==> src/rtl/trial_division_prime_test_core_assert.svh <==
// assertion macros for the trial division prime tester
`ifndef TRIAL_DIVISION_PRIME_TEST_CORE_ASSERT_SVH
`define TRIAL_DIVISION_PRIME_TEST_CORE_ASSERT_SVH

`ifndef NO_ASSERTIONS
`define TDPT_ASSERT(lbl, prop) \
	lbl: assert property (@(posedge clk) disable iff (!arst_n) prop) \
		else $error("tdpt assertion failed");
`define TDPT_ASSERT_ALWAYS(lbl, prop) \
	lbl: assert property (@(posedge clk) prop) \
		else $error("tdpt assertion failed");
`else
`define TDPT_ASSERT(lbl, prop)
`define TDPT_ASSERT_ALWAYS(lbl, prop)
`endif

`endif

==> src/rtl/tdpt_pkg.sv <==
package tdpt_pkg;

	localparam int FIELD_BITS = 32;

	typedef enum logic [1:0] {
		ST_IDLE,
		ST_DIV,
		ST_CHECK,
		ST_OUT
	} state_t;

endpackage

==> src/rtl/trial_division_prime_test_core.sv <==
// trial division prime tester
// candidate channel: candidate with cand_valid / cand_ready; one number per transaction.
// result channel: tested_value and is_prime with res_valid / res_ready; exactly one
// result transaction per candidate, in order.
// numbers below 2 are not prime; otherwise divisors d = 2, 3, ... are tried while
// d <= x / d, and the first zero remainder ends the search as not prime.
// one shared restoring divider gives quotient and remainder of x / d one quotient bit
// per divide step (VALUE_BITS bits, at most 32), and a compare step follows each divisor.
// values below 2 go straight to the output state; others run the divider for each
// divisor tried, up to 65535 divisors for 32-bit primes. one candidate is worked on
// at a time; cand_ready is high only while the divider is free, from the cycle after
// the result is loaded, so no new candidate is taken before the last one is through.
// with VALUE_BITS below 32 only the low VALUE_BITS bits of the candidate are tested
// and echoed.
// the result sits in an output register; while the receiver stalls it holds, and a
// new candidate is still taken. a finished test waits for that register to empty.
// reset (arst_n low, asynchronous) clears the sequencer and the result valid.
`include "trial_division_prime_test_core_assert.svh"

module trial_division_prime_test_core #(
	parameter int VALUE_BITS = 32
) (
	input  logic        clk,
	input  logic        arst_n,
	input  logic [31:0] candidate,
	input  logic        cand_valid,
	output logic        cand_ready,
	output logic [31:0] tested_value,
	output logic        is_prime,
	output logic        res_valid,
	input  logic        res_ready
);

	localparam int XW = (VALUE_BITS < tdpt_pkg::FIELD_BITS) ? VALUE_BITS : tdpt_pkg::FIELD_BITS;
	localparam int CW = $clog2(XW);

	tdpt_pkg::state_t state_q, state_d;

	logic [XW-1:0] x_in;
	logic [XW-1:0] x_q;
	logic [XW-1:0] d_q;
	logic [XW-1:0] rem_q;
	logic [XW-1:0] quo_q;
	logic [CW-1:0] cnt_q;
	logic          prime_q;

	logic [XW:0]   trial;
	logic [XW-1:0] diff;
	logic          fits;
	logic          out_free;
	logic          load_res;
	logic          accept;
	logic          below_two;

	logic          res_valid_q;
	logic [31:0]   tested_value_q;
	logic          is_prime_q;

	assign x_in      = candidate[XW-1:0];
	assign below_two = (x_in < XW'(2));
	assign accept    = cand_valid && cand_ready;
	assign out_free  = !res_valid_q || res_ready;

	// one restoring divide step
	assign trial = {rem_q, quo_q[XW-1]};
	assign diff  = trial[XW-1:0] - d_q;
	assign fits  = (trial >= {1'b0, d_q});

	always_comb begin
		state_d = state_q;
		unique case (state_q)
			tdpt_pkg::ST_IDLE: begin
				if (cand_valid) begin
					state_d = below_two ? tdpt_pkg::ST_OUT : tdpt_pkg::ST_DIV;
				end
			end
			tdpt_pkg::ST_DIV: begin
				if (cnt_q == '0) begin
					state_d = tdpt_pkg::ST_CHECK;
				end
			end
			tdpt_pkg::ST_CHECK: begin
				// quotient below divisor means no divisor up to the square root
				if ((quo_q < d_q) || (rem_q == '0)) begin
					state_d = tdpt_pkg::ST_OUT;
				end else begin
					state_d = tdpt_pkg::ST_DIV;
				end
			end
			tdpt_pkg::ST_OUT: begin
				if (out_free) begin
					state_d = tdpt_pkg::ST_IDLE;
				end
			end
		endcase
	end

	always_comb begin
		cand_ready = 1'b0;
		load_res   = 1'b0;
		unique case (state_q)
			tdpt_pkg::ST_IDLE:  cand_ready = 1'b1;
			tdpt_pkg::ST_DIV:   ;
			tdpt_pkg::ST_CHECK: ;
			tdpt_pkg::ST_OUT:   load_res = out_free;
		endcase
	end

	always_ff @(posedge clk or negedge arst_n) begin
		if (!arst_n) begin
			state_q <= tdpt_pkg::ST_IDLE;
		end else begin
			state_q <= state_d;
		end
	end

	always_ff @(posedge clk) begin
		unique case (state_q)
			tdpt_pkg::ST_IDLE: begin
				if (accept) begin
					x_q     <= x_in;
					d_q     <= XW'(2);
					rem_q   <= '0;
					quo_q   <= x_in;
					cnt_q   <= CW'(XW - 1);
					prime_q <= 1'b0;
				end
			end
			tdpt_pkg::ST_DIV: begin
				rem_q <= fits ? diff : trial[XW-1:0];
				quo_q <= {quo_q[XW-2:0], fits};
				cnt_q <= cnt_q - CW'(1);
			end
			tdpt_pkg::ST_CHECK: begin
				prime_q <= (quo_q < d_q);
				d_q     <= d_q + XW'(1);
				rem_q   <= '0;
				quo_q   <= x_q;
				cnt_q   <= CW'(XW - 1);
			end
			tdpt_pkg::ST_OUT: ;
		endcase
	end

	always_ff @(posedge clk or negedge arst_n) begin
		if (!arst_n) begin
			res_valid_q <= 1'b0;
		end else if (load_res) begin
			res_valid_q <= 1'b1;
		end else if (res_ready) begin
			res_valid_q <= 1'b0;
		end
	end

	always_ff @(posedge clk) begin
		if (load_res) begin
			tested_value_q <= 32'(x_q);
			is_prime_q     <= prime_q;
		end
	end

	assign res_valid    = res_valid_q;
	assign tested_value = tested_value_q;
	assign is_prime     = is_prime_q;

	// divider keeps the partial remainder below the divisor
	`TDPT_ASSERT(a_rem_below_div, (state_q == tdpt_pkg::ST_CHECK) |-> (rem_q < d_q))
	// trial divisors start at two
	`TDPT_ASSERT(a_div_from_two, (state_q == tdpt_pkg::ST_DIV) |-> (d_q >= XW'(2)))
	// the only even prime is two, so zero is never reported prime
	`TDPT_ASSERT(a_even_prime, (res_valid && is_prime) |-> (tested_value[0] || (tested_value == 32'd2)))
	`TDPT_ASSERT_ALWAYS(a_rst_no_result, (!arst_n) |-> (!res_valid))

endmodule

==> config.mk <==
export PLATFORM = sky130hd
export DESIGN_NAME = trial_division_prime_test_core
export DESIGN_NICKNAME = d
export VERILOG_FILES = /design/src/rtl/tdpt_pkg.sv /design/src/rtl/trial_division_prime_test_core.sv
export VERILOG_INCLUDE_DIRS = /design/src /design/src/rtl
export SDC_FILE = /design/constraint.sdc
export NUM_CORES = 1
export LEC_CHECK = 0
export BUFFER_PORTS_ARGS = -buffer_cell sky130_fd_sc_hd__buf_2
export CAP_MARGIN = 25
export CORE_ASPECT_RATIO = 0.7
export CORE_UTILIZATION = 50
export CTS_CLUSTER_DIAMETER = 120
export DETAILED_ROUTE_END_ITERATION = 12
export PLACE_DENSITY = 0.71
export SYNTH_ARGS = -nofsm -noshare
export SYNTH_HDL_FRONTEND = slang
export SYNTH_SLANG_ARGS = --single-unit
==> constraint.sdc <==
create_clock -name clk -period 3.9 [get_ports clk]
set_clock_uncertainty 0.1 [all_clocks]
set_input_delay 0.39 -clock clk [delete_from_list [all_inputs] [get_ports clk]]
set_output_delay 0.39 -clock clk [all_outputs]
set_load 0.05 [all_outputs]
# Yosys cells after proc, flatten, opt, wreduce, memory -nomap -nowiden

Cells that the tools add are included.
W data, S select, Z words.

Register bits: 170
Input bits: 36

Mux-type cells: 21
Equality and inequality tests: 7
$lt $le $gt $ge: 3
Reduce and logical (&&, ||, !) cells: 14
Add/subtract/negate cells: 3

Operators with widths:

| cell                    | number |
|---|---|
| $pmux W32 S3            | 2 |
| $mux W32                | 4 |
| $pmux W32 S2            | 1 |
| $ge A33 B32 Y1          | 1 |
| $add A32 B1 Y32 const B | 1 |
| $logic_not A32 Y1       | 1 |
| $lt A32 B2 Y1 const B   | 1 |
| $lt A32 B32 Y1          | 1 |
| $sub A32 B32 Y32        | 1 |
| $pmux W5 S3             | 1 |
| $mux W2                 | 5 |
| $ne A2 B2 Y1 const B    | 4 |
| $pmux W2 S4             | 1 |
| $reduce_and A2 Y1       | 3 |
| $logic_not A5 Y1        | 1 |
| $mux W1                 | 5 |
| $mux W5                 | 1 |
| $sub A5 B1 Y5 const B   | 1 |
| $eq A2 B2 Y1 const B    | 2 |
| $reduce_bool A2 Y1      | 2 |
| $reduce_and A3 Y1       | 1 |
| $reduce_bool A3 Y1      | 1 |
| $eq A2 B1 Y1 const B    | 1 |
| $logic_not A2 Y1        | 1 |
| 4 further kinds         | 5 |

# Longest topological paths before layout

Depth after elaboration: 5
Gate-level depth with buffers: 13
Depth with buffers taken out: 12

# Worst setup path before layout

No wires, ideal clock.

Kind: register -> register
Start: register state_q[0]
End: register d_q[0], enable pin
Slack: -0.023 ns
Arrival time: 3.354 ns
Buffers on the path: 1
Setup time: 0.469 ns
Stages on the path, launching flop included: 6
Required time: 3.331 ns
Clock period less this slack: 3.923 ns
Path through: dfrtp_1 > inv_1 > ha_1 > clkbuf_1 > inv_1 > o21ai_0

Longest elaborated chain between the ends: 5
Elaborated cells between the ends (all ways): 7
Classes of those cells: eq/ne: 2; mux: 1; reduce/logical: 4

RTL lines:

| element                                | line                                                                         | RTL |
|---|---|---|
| start, declared                        | trial_division_prime_test_core.sv:37                                         | `tdpt_pkg::state_t state_q, state_d;` |
| start signal, assigned                 | trial_division_prime_test_core.sv:111                                        | `state_q <= tdpt_pkg::ST_IDLE;` |
| start signal, assigned                 | trial_division_prime_test_core.sv:113                                        | `state_q <= state_d;` |
| $logic_not A2 Y1                       | trial_division_prime_test_core.sv:101, trial_division_prime_test_core.sv:118 |  |
| $mux W1                                | trial_division_prime_test_core.sv:101                                        | `unique case (state_q)` |
| $logic_and A1 B1 Y1                    | trial_division_prime_test_core.sv:61                                         | `assign accept = cand_valid && cand_ready;` |
| $ne A2 B2 Y1 (no source line)          | n/a                                                                          |  |
| $reduce_and A2 Y1 (no source line) (*) | n/a                                                                          |  |
| end signal, assigned                   | trial_division_prime_test_core.sv:136                                        | `d_q <= d_q + XW'(1);` |
| end, declared                          | trial_division_prime_test_core.sv:41                                         | `logic [XW-1:0] d_q;` |

Mark *: on every way between the ends. The rest lies on a longest branch, timed or not.
A chain may end at the register's enable or synchronous reset.

# Final worst setup path

Start: register d_q[0]
End: register rem_q[28] (data pin)

Longest elaborated chain between the ends: 3
Elaborated cells between the ends (all ways): 4
Classes of those cells: add/sub: 1; order compare: 1; mux: 2

RTL lines:

| element                                            | line                                                                       | RTL |
|---|---|---|
| $sub A32 B32 Y32 or $ge A33 B32 Y1 (tied branches) | trial_division_prime_test_core.sv:66, trial_division_prime_test_core.sv:67 |  |
| $mux W32 (*)                                       | trial_division_prime_test_core.sv:130                                      | `rem_q <= fits ? diff : trial[XW-1:0];` |
| $pmux W32 S3 (*)                                   | trial_division_prime_test_core.sv:118                                      | `unique case (state_q)` |
| end signal, assigned                               | trial_division_prime_test_core.sv:130                                      |  |
| end, declared                                      | trial_division_prime_test_core.sv:42                                       | `logic [XW-1:0] rem_q;` |

Marked as above.

==> metrics <==
status=finished, final reports clean; register area share after synthesis=52.0%; Die Area=a little over 20000 um2; min Tclk post-route=between 3 and 4 ns; routed vias/inst=5.95; maximum fanout along the worst path=5; Post-Route M1 WL=11.4 mm; input/output buffers=70; Syn Nets=1004; io pins=71; Worst setup EP type=flop; reg2reg start=d_q[0]; Reg-to-Reg End=rem_q[28]; core region area=19000 um2; endpoints failing hold=0; asr flop ratio synth=1.76%; DRT antenna net count=0; Sink Count=170; layout cells sized above 1=13.5%; placed cell areas=about 10000 um2; area leader, netlist=edfxtp_1; Iteration-0 DRC Markers=roughly 880; worst hold slack=0.0507 ns; CTS tree=done; largest cells by area after synthesis=edfxtp_1 51%, ha_1 8.8%, nor2_1 4.3%; number of synthesized register bits=170; Post-DP HPWL=~17 mm; router iterations before antenna repair=6; Syn Area/Cell=about 11 um2; clock root buffer=clkbuf_16; RePlAce Congestion=around 0.96; global-route wire length before repair=37.4 mm; Fmax=273 MHz; Initial Utilization=about 51%; vias in the first global route=between 6000 and 7000; antenna cells=0; Max stage delay on crit path=0.49 ns; r2r worst-path depth=11; FP Rows=42; Inst Count DP=1202; Main synth FF type=edfxtp_1; Area Growth Syn to Fin=12.2%; Cell variety after synth=63; total number of vias=7347; DRC Markers=0; crit-path cells=ha_1, fa_1, nand2b_1, a211oi_1, o21ai_1, a211oi_1, o32ai_1, o21ai_1, o41ai_2, xor2_1, a21oi_1; WHS Path Cells=1; routed length on met2=9.93 mm; most common cell after layout, fill and taps aside=edfxtp_1; critical path required time=3.99 ns; largest net degree at the start of global routing=65; Final nets=1064; Top Layer Used=met4; finished layout cell area=11000 um2; Worst path depth=11; Num CTS Buffers=17; kind of critical path=flop to flop; global route overflow=0; Ys Warns=0; Slew Limit Fails=0; Slowest cell on crit path=edfxtp_1; gate count of the mapped netlist=898; share of the synthesized area in the top cell type=51.2%; critical path launch point=d_q[0]; Chip Height=119 um; final worst-path cycle share=between 90% and 100%; wirelength, routed=23.5 mm; fin cells=1235; clk slew on worst S/H paths=~0.080 ns; CTS max path bufs=2; RSZ-0062 raised after global routing=no; Worst setup SP type=flop; clock latency at the later pin of the worst-skew pair=0.44 ns; FF-to-FF setup slack=0.24 ns; number of synthesized flops with an enable pin=167; Max transition margin=52.0%; hold wc startpoint=candidate[5]; CTS H-Tree Depth=4; initial antenna violation count=0; CP delay by family, top=compound AO/OA/AOI/OAI gates; max cap viols=0; endpoints failing setup=0; Tightest Pin Transition=0.714 ns; Mapped Area=9790 um2; most frequent cells in the layout=167 x edfxtp_1, 111 x nor2_1, 80 x a21oi_1, 70 x buf_2, 68 x ha_1; wire length per cell=19.0 um; Die Wd=169 um; GRT Util Overall=between 20 and 25%; met3 wire len=1.86 mm; Tightest Hold Check Type=input port to flop; Critical Path End=rem_q[28]; crit path DAT=3.75 ns; TNS Setup=0 ns; CP bufs+invs=0
-- flip-flops by register name (all words and copies together) (netlist names) --
register,count
cnt_q,5
x_q,32
res_valid,1
rem_q,32
quo_q,32
prime_q,1
state_q,2
is_prime,1
tested_value,32
d_q,32
-- layout make-up --
| type | count | area, um2 |
|---|---|---|
| well taps | 264 | 330 |
| flip-flops and latches | 170 | 5090 |
| clock inverters | 15 | 170 |
| multi-input cells | 638 | 4330 |
| repair buffers | 82 | 455 |
| fillers | 1617 | 8040 |
| clock buffers | 17 | 425 |
| inverters | 49 | 184 |
-- worst register-to-register path, stage by stage, from the launching register on --
cell      delay (ns)
edfxtp_1        0.49
ha_1            0.29
fa_1            0.41
nand2b_1        0.20
a211oi_1        0.37
o21ai_1         0.24
a211oi_1        0.46
o32ai_1         0.21
o21ai_1         0.35
o41ai_2         0.11
xor2_1          0.13
a21oi_1         0.07
-- metal layers --
metal	track usage (%)	up-vias
met5	0	-
met4	6.02	0
met3	4.55	21
met2	34.5	341
met1	37.6	3516
li1	-	3469
-- stage by stage --
| stage | setup slack, ns | util (%) |
|---|---|---|
| after CTS | 0.280 | 57.8 |
| after global routing | 0.0666 | 57.8 |
| final | 0.238 | 57.8 |
| after global placement | 0.358 | 54.6 |
| after floorplan | 0.0745 | - |
| after detailed placement | 0.307 | 54.6 |
-- what timing repair did --
| item | 4_1_cts | 5_1_grt |
|---|---|---|
| endpoints found under the hold margin | 3 | 0 |
| resized for setup | 0 | 0 |
| hold buffers | 1 | 0 |
| buffers inserted | 0 | 0 |
-- worst min path at each step --
| stage | to | slack (ns) |
|---|---|---|
| floorplan | res_valid | -0.006 |
| global placement | state_q[1] | 0.09 |
| detailed placement | state_q[0] | 0.09 |
| CTS | x_q[5] | 0.05 |
| global route | x_q[31] | 0.05 |
| finish | x_q[5] | 0.05 |
-- cell families after synthesis --
group                      count (synthesis)  share of synthesized area (%)
and+or+nand+nor                          272                           13.3
AOI/OAI and AO/OA                        219                           14.7
DFF                                      170                           52.0
buffers and inverters                     90                           3.82
adders and majority gates                 70                           9.02
xor gates and xnor gates                  54                           4.83
muxes                                     23                           2.35
-- Yosys cell counts (2+ instances only) --
master,n
a211oi_1,6
a211oi_2,4
a21o_1,25
a21oi_1,80
a22oi_1,31
a31oi_1,3
a41oi_1,2
and2_1,2
and3_1,8
and4_1,2
buf_1,3
buf_2,8
buf_6,3
clkbuf_1,26
dfrtp_1,3
edfxtp_1,167
ha_1,69
inv_1,48
mux2i_1,23
nand2_1,39
nand2b_1,14
nand3_1,23
nand4_1,21
nor2_1,111
nor2b_1,6
nor3_1,12
nor4_1,16
o211a_1,2
o211ai_1,4
o21a_1,5
o21ai_0,25
o21ai_1,10
o21bai_1,2
o22ai_1,4
or2_2,2
or3_1,8
or4_1,3
xnor2_1,44
xor2_1,10
Power is not shown: default switching activity piles up to over one toggle a cycle in this logic, so the estimate is an artifact.
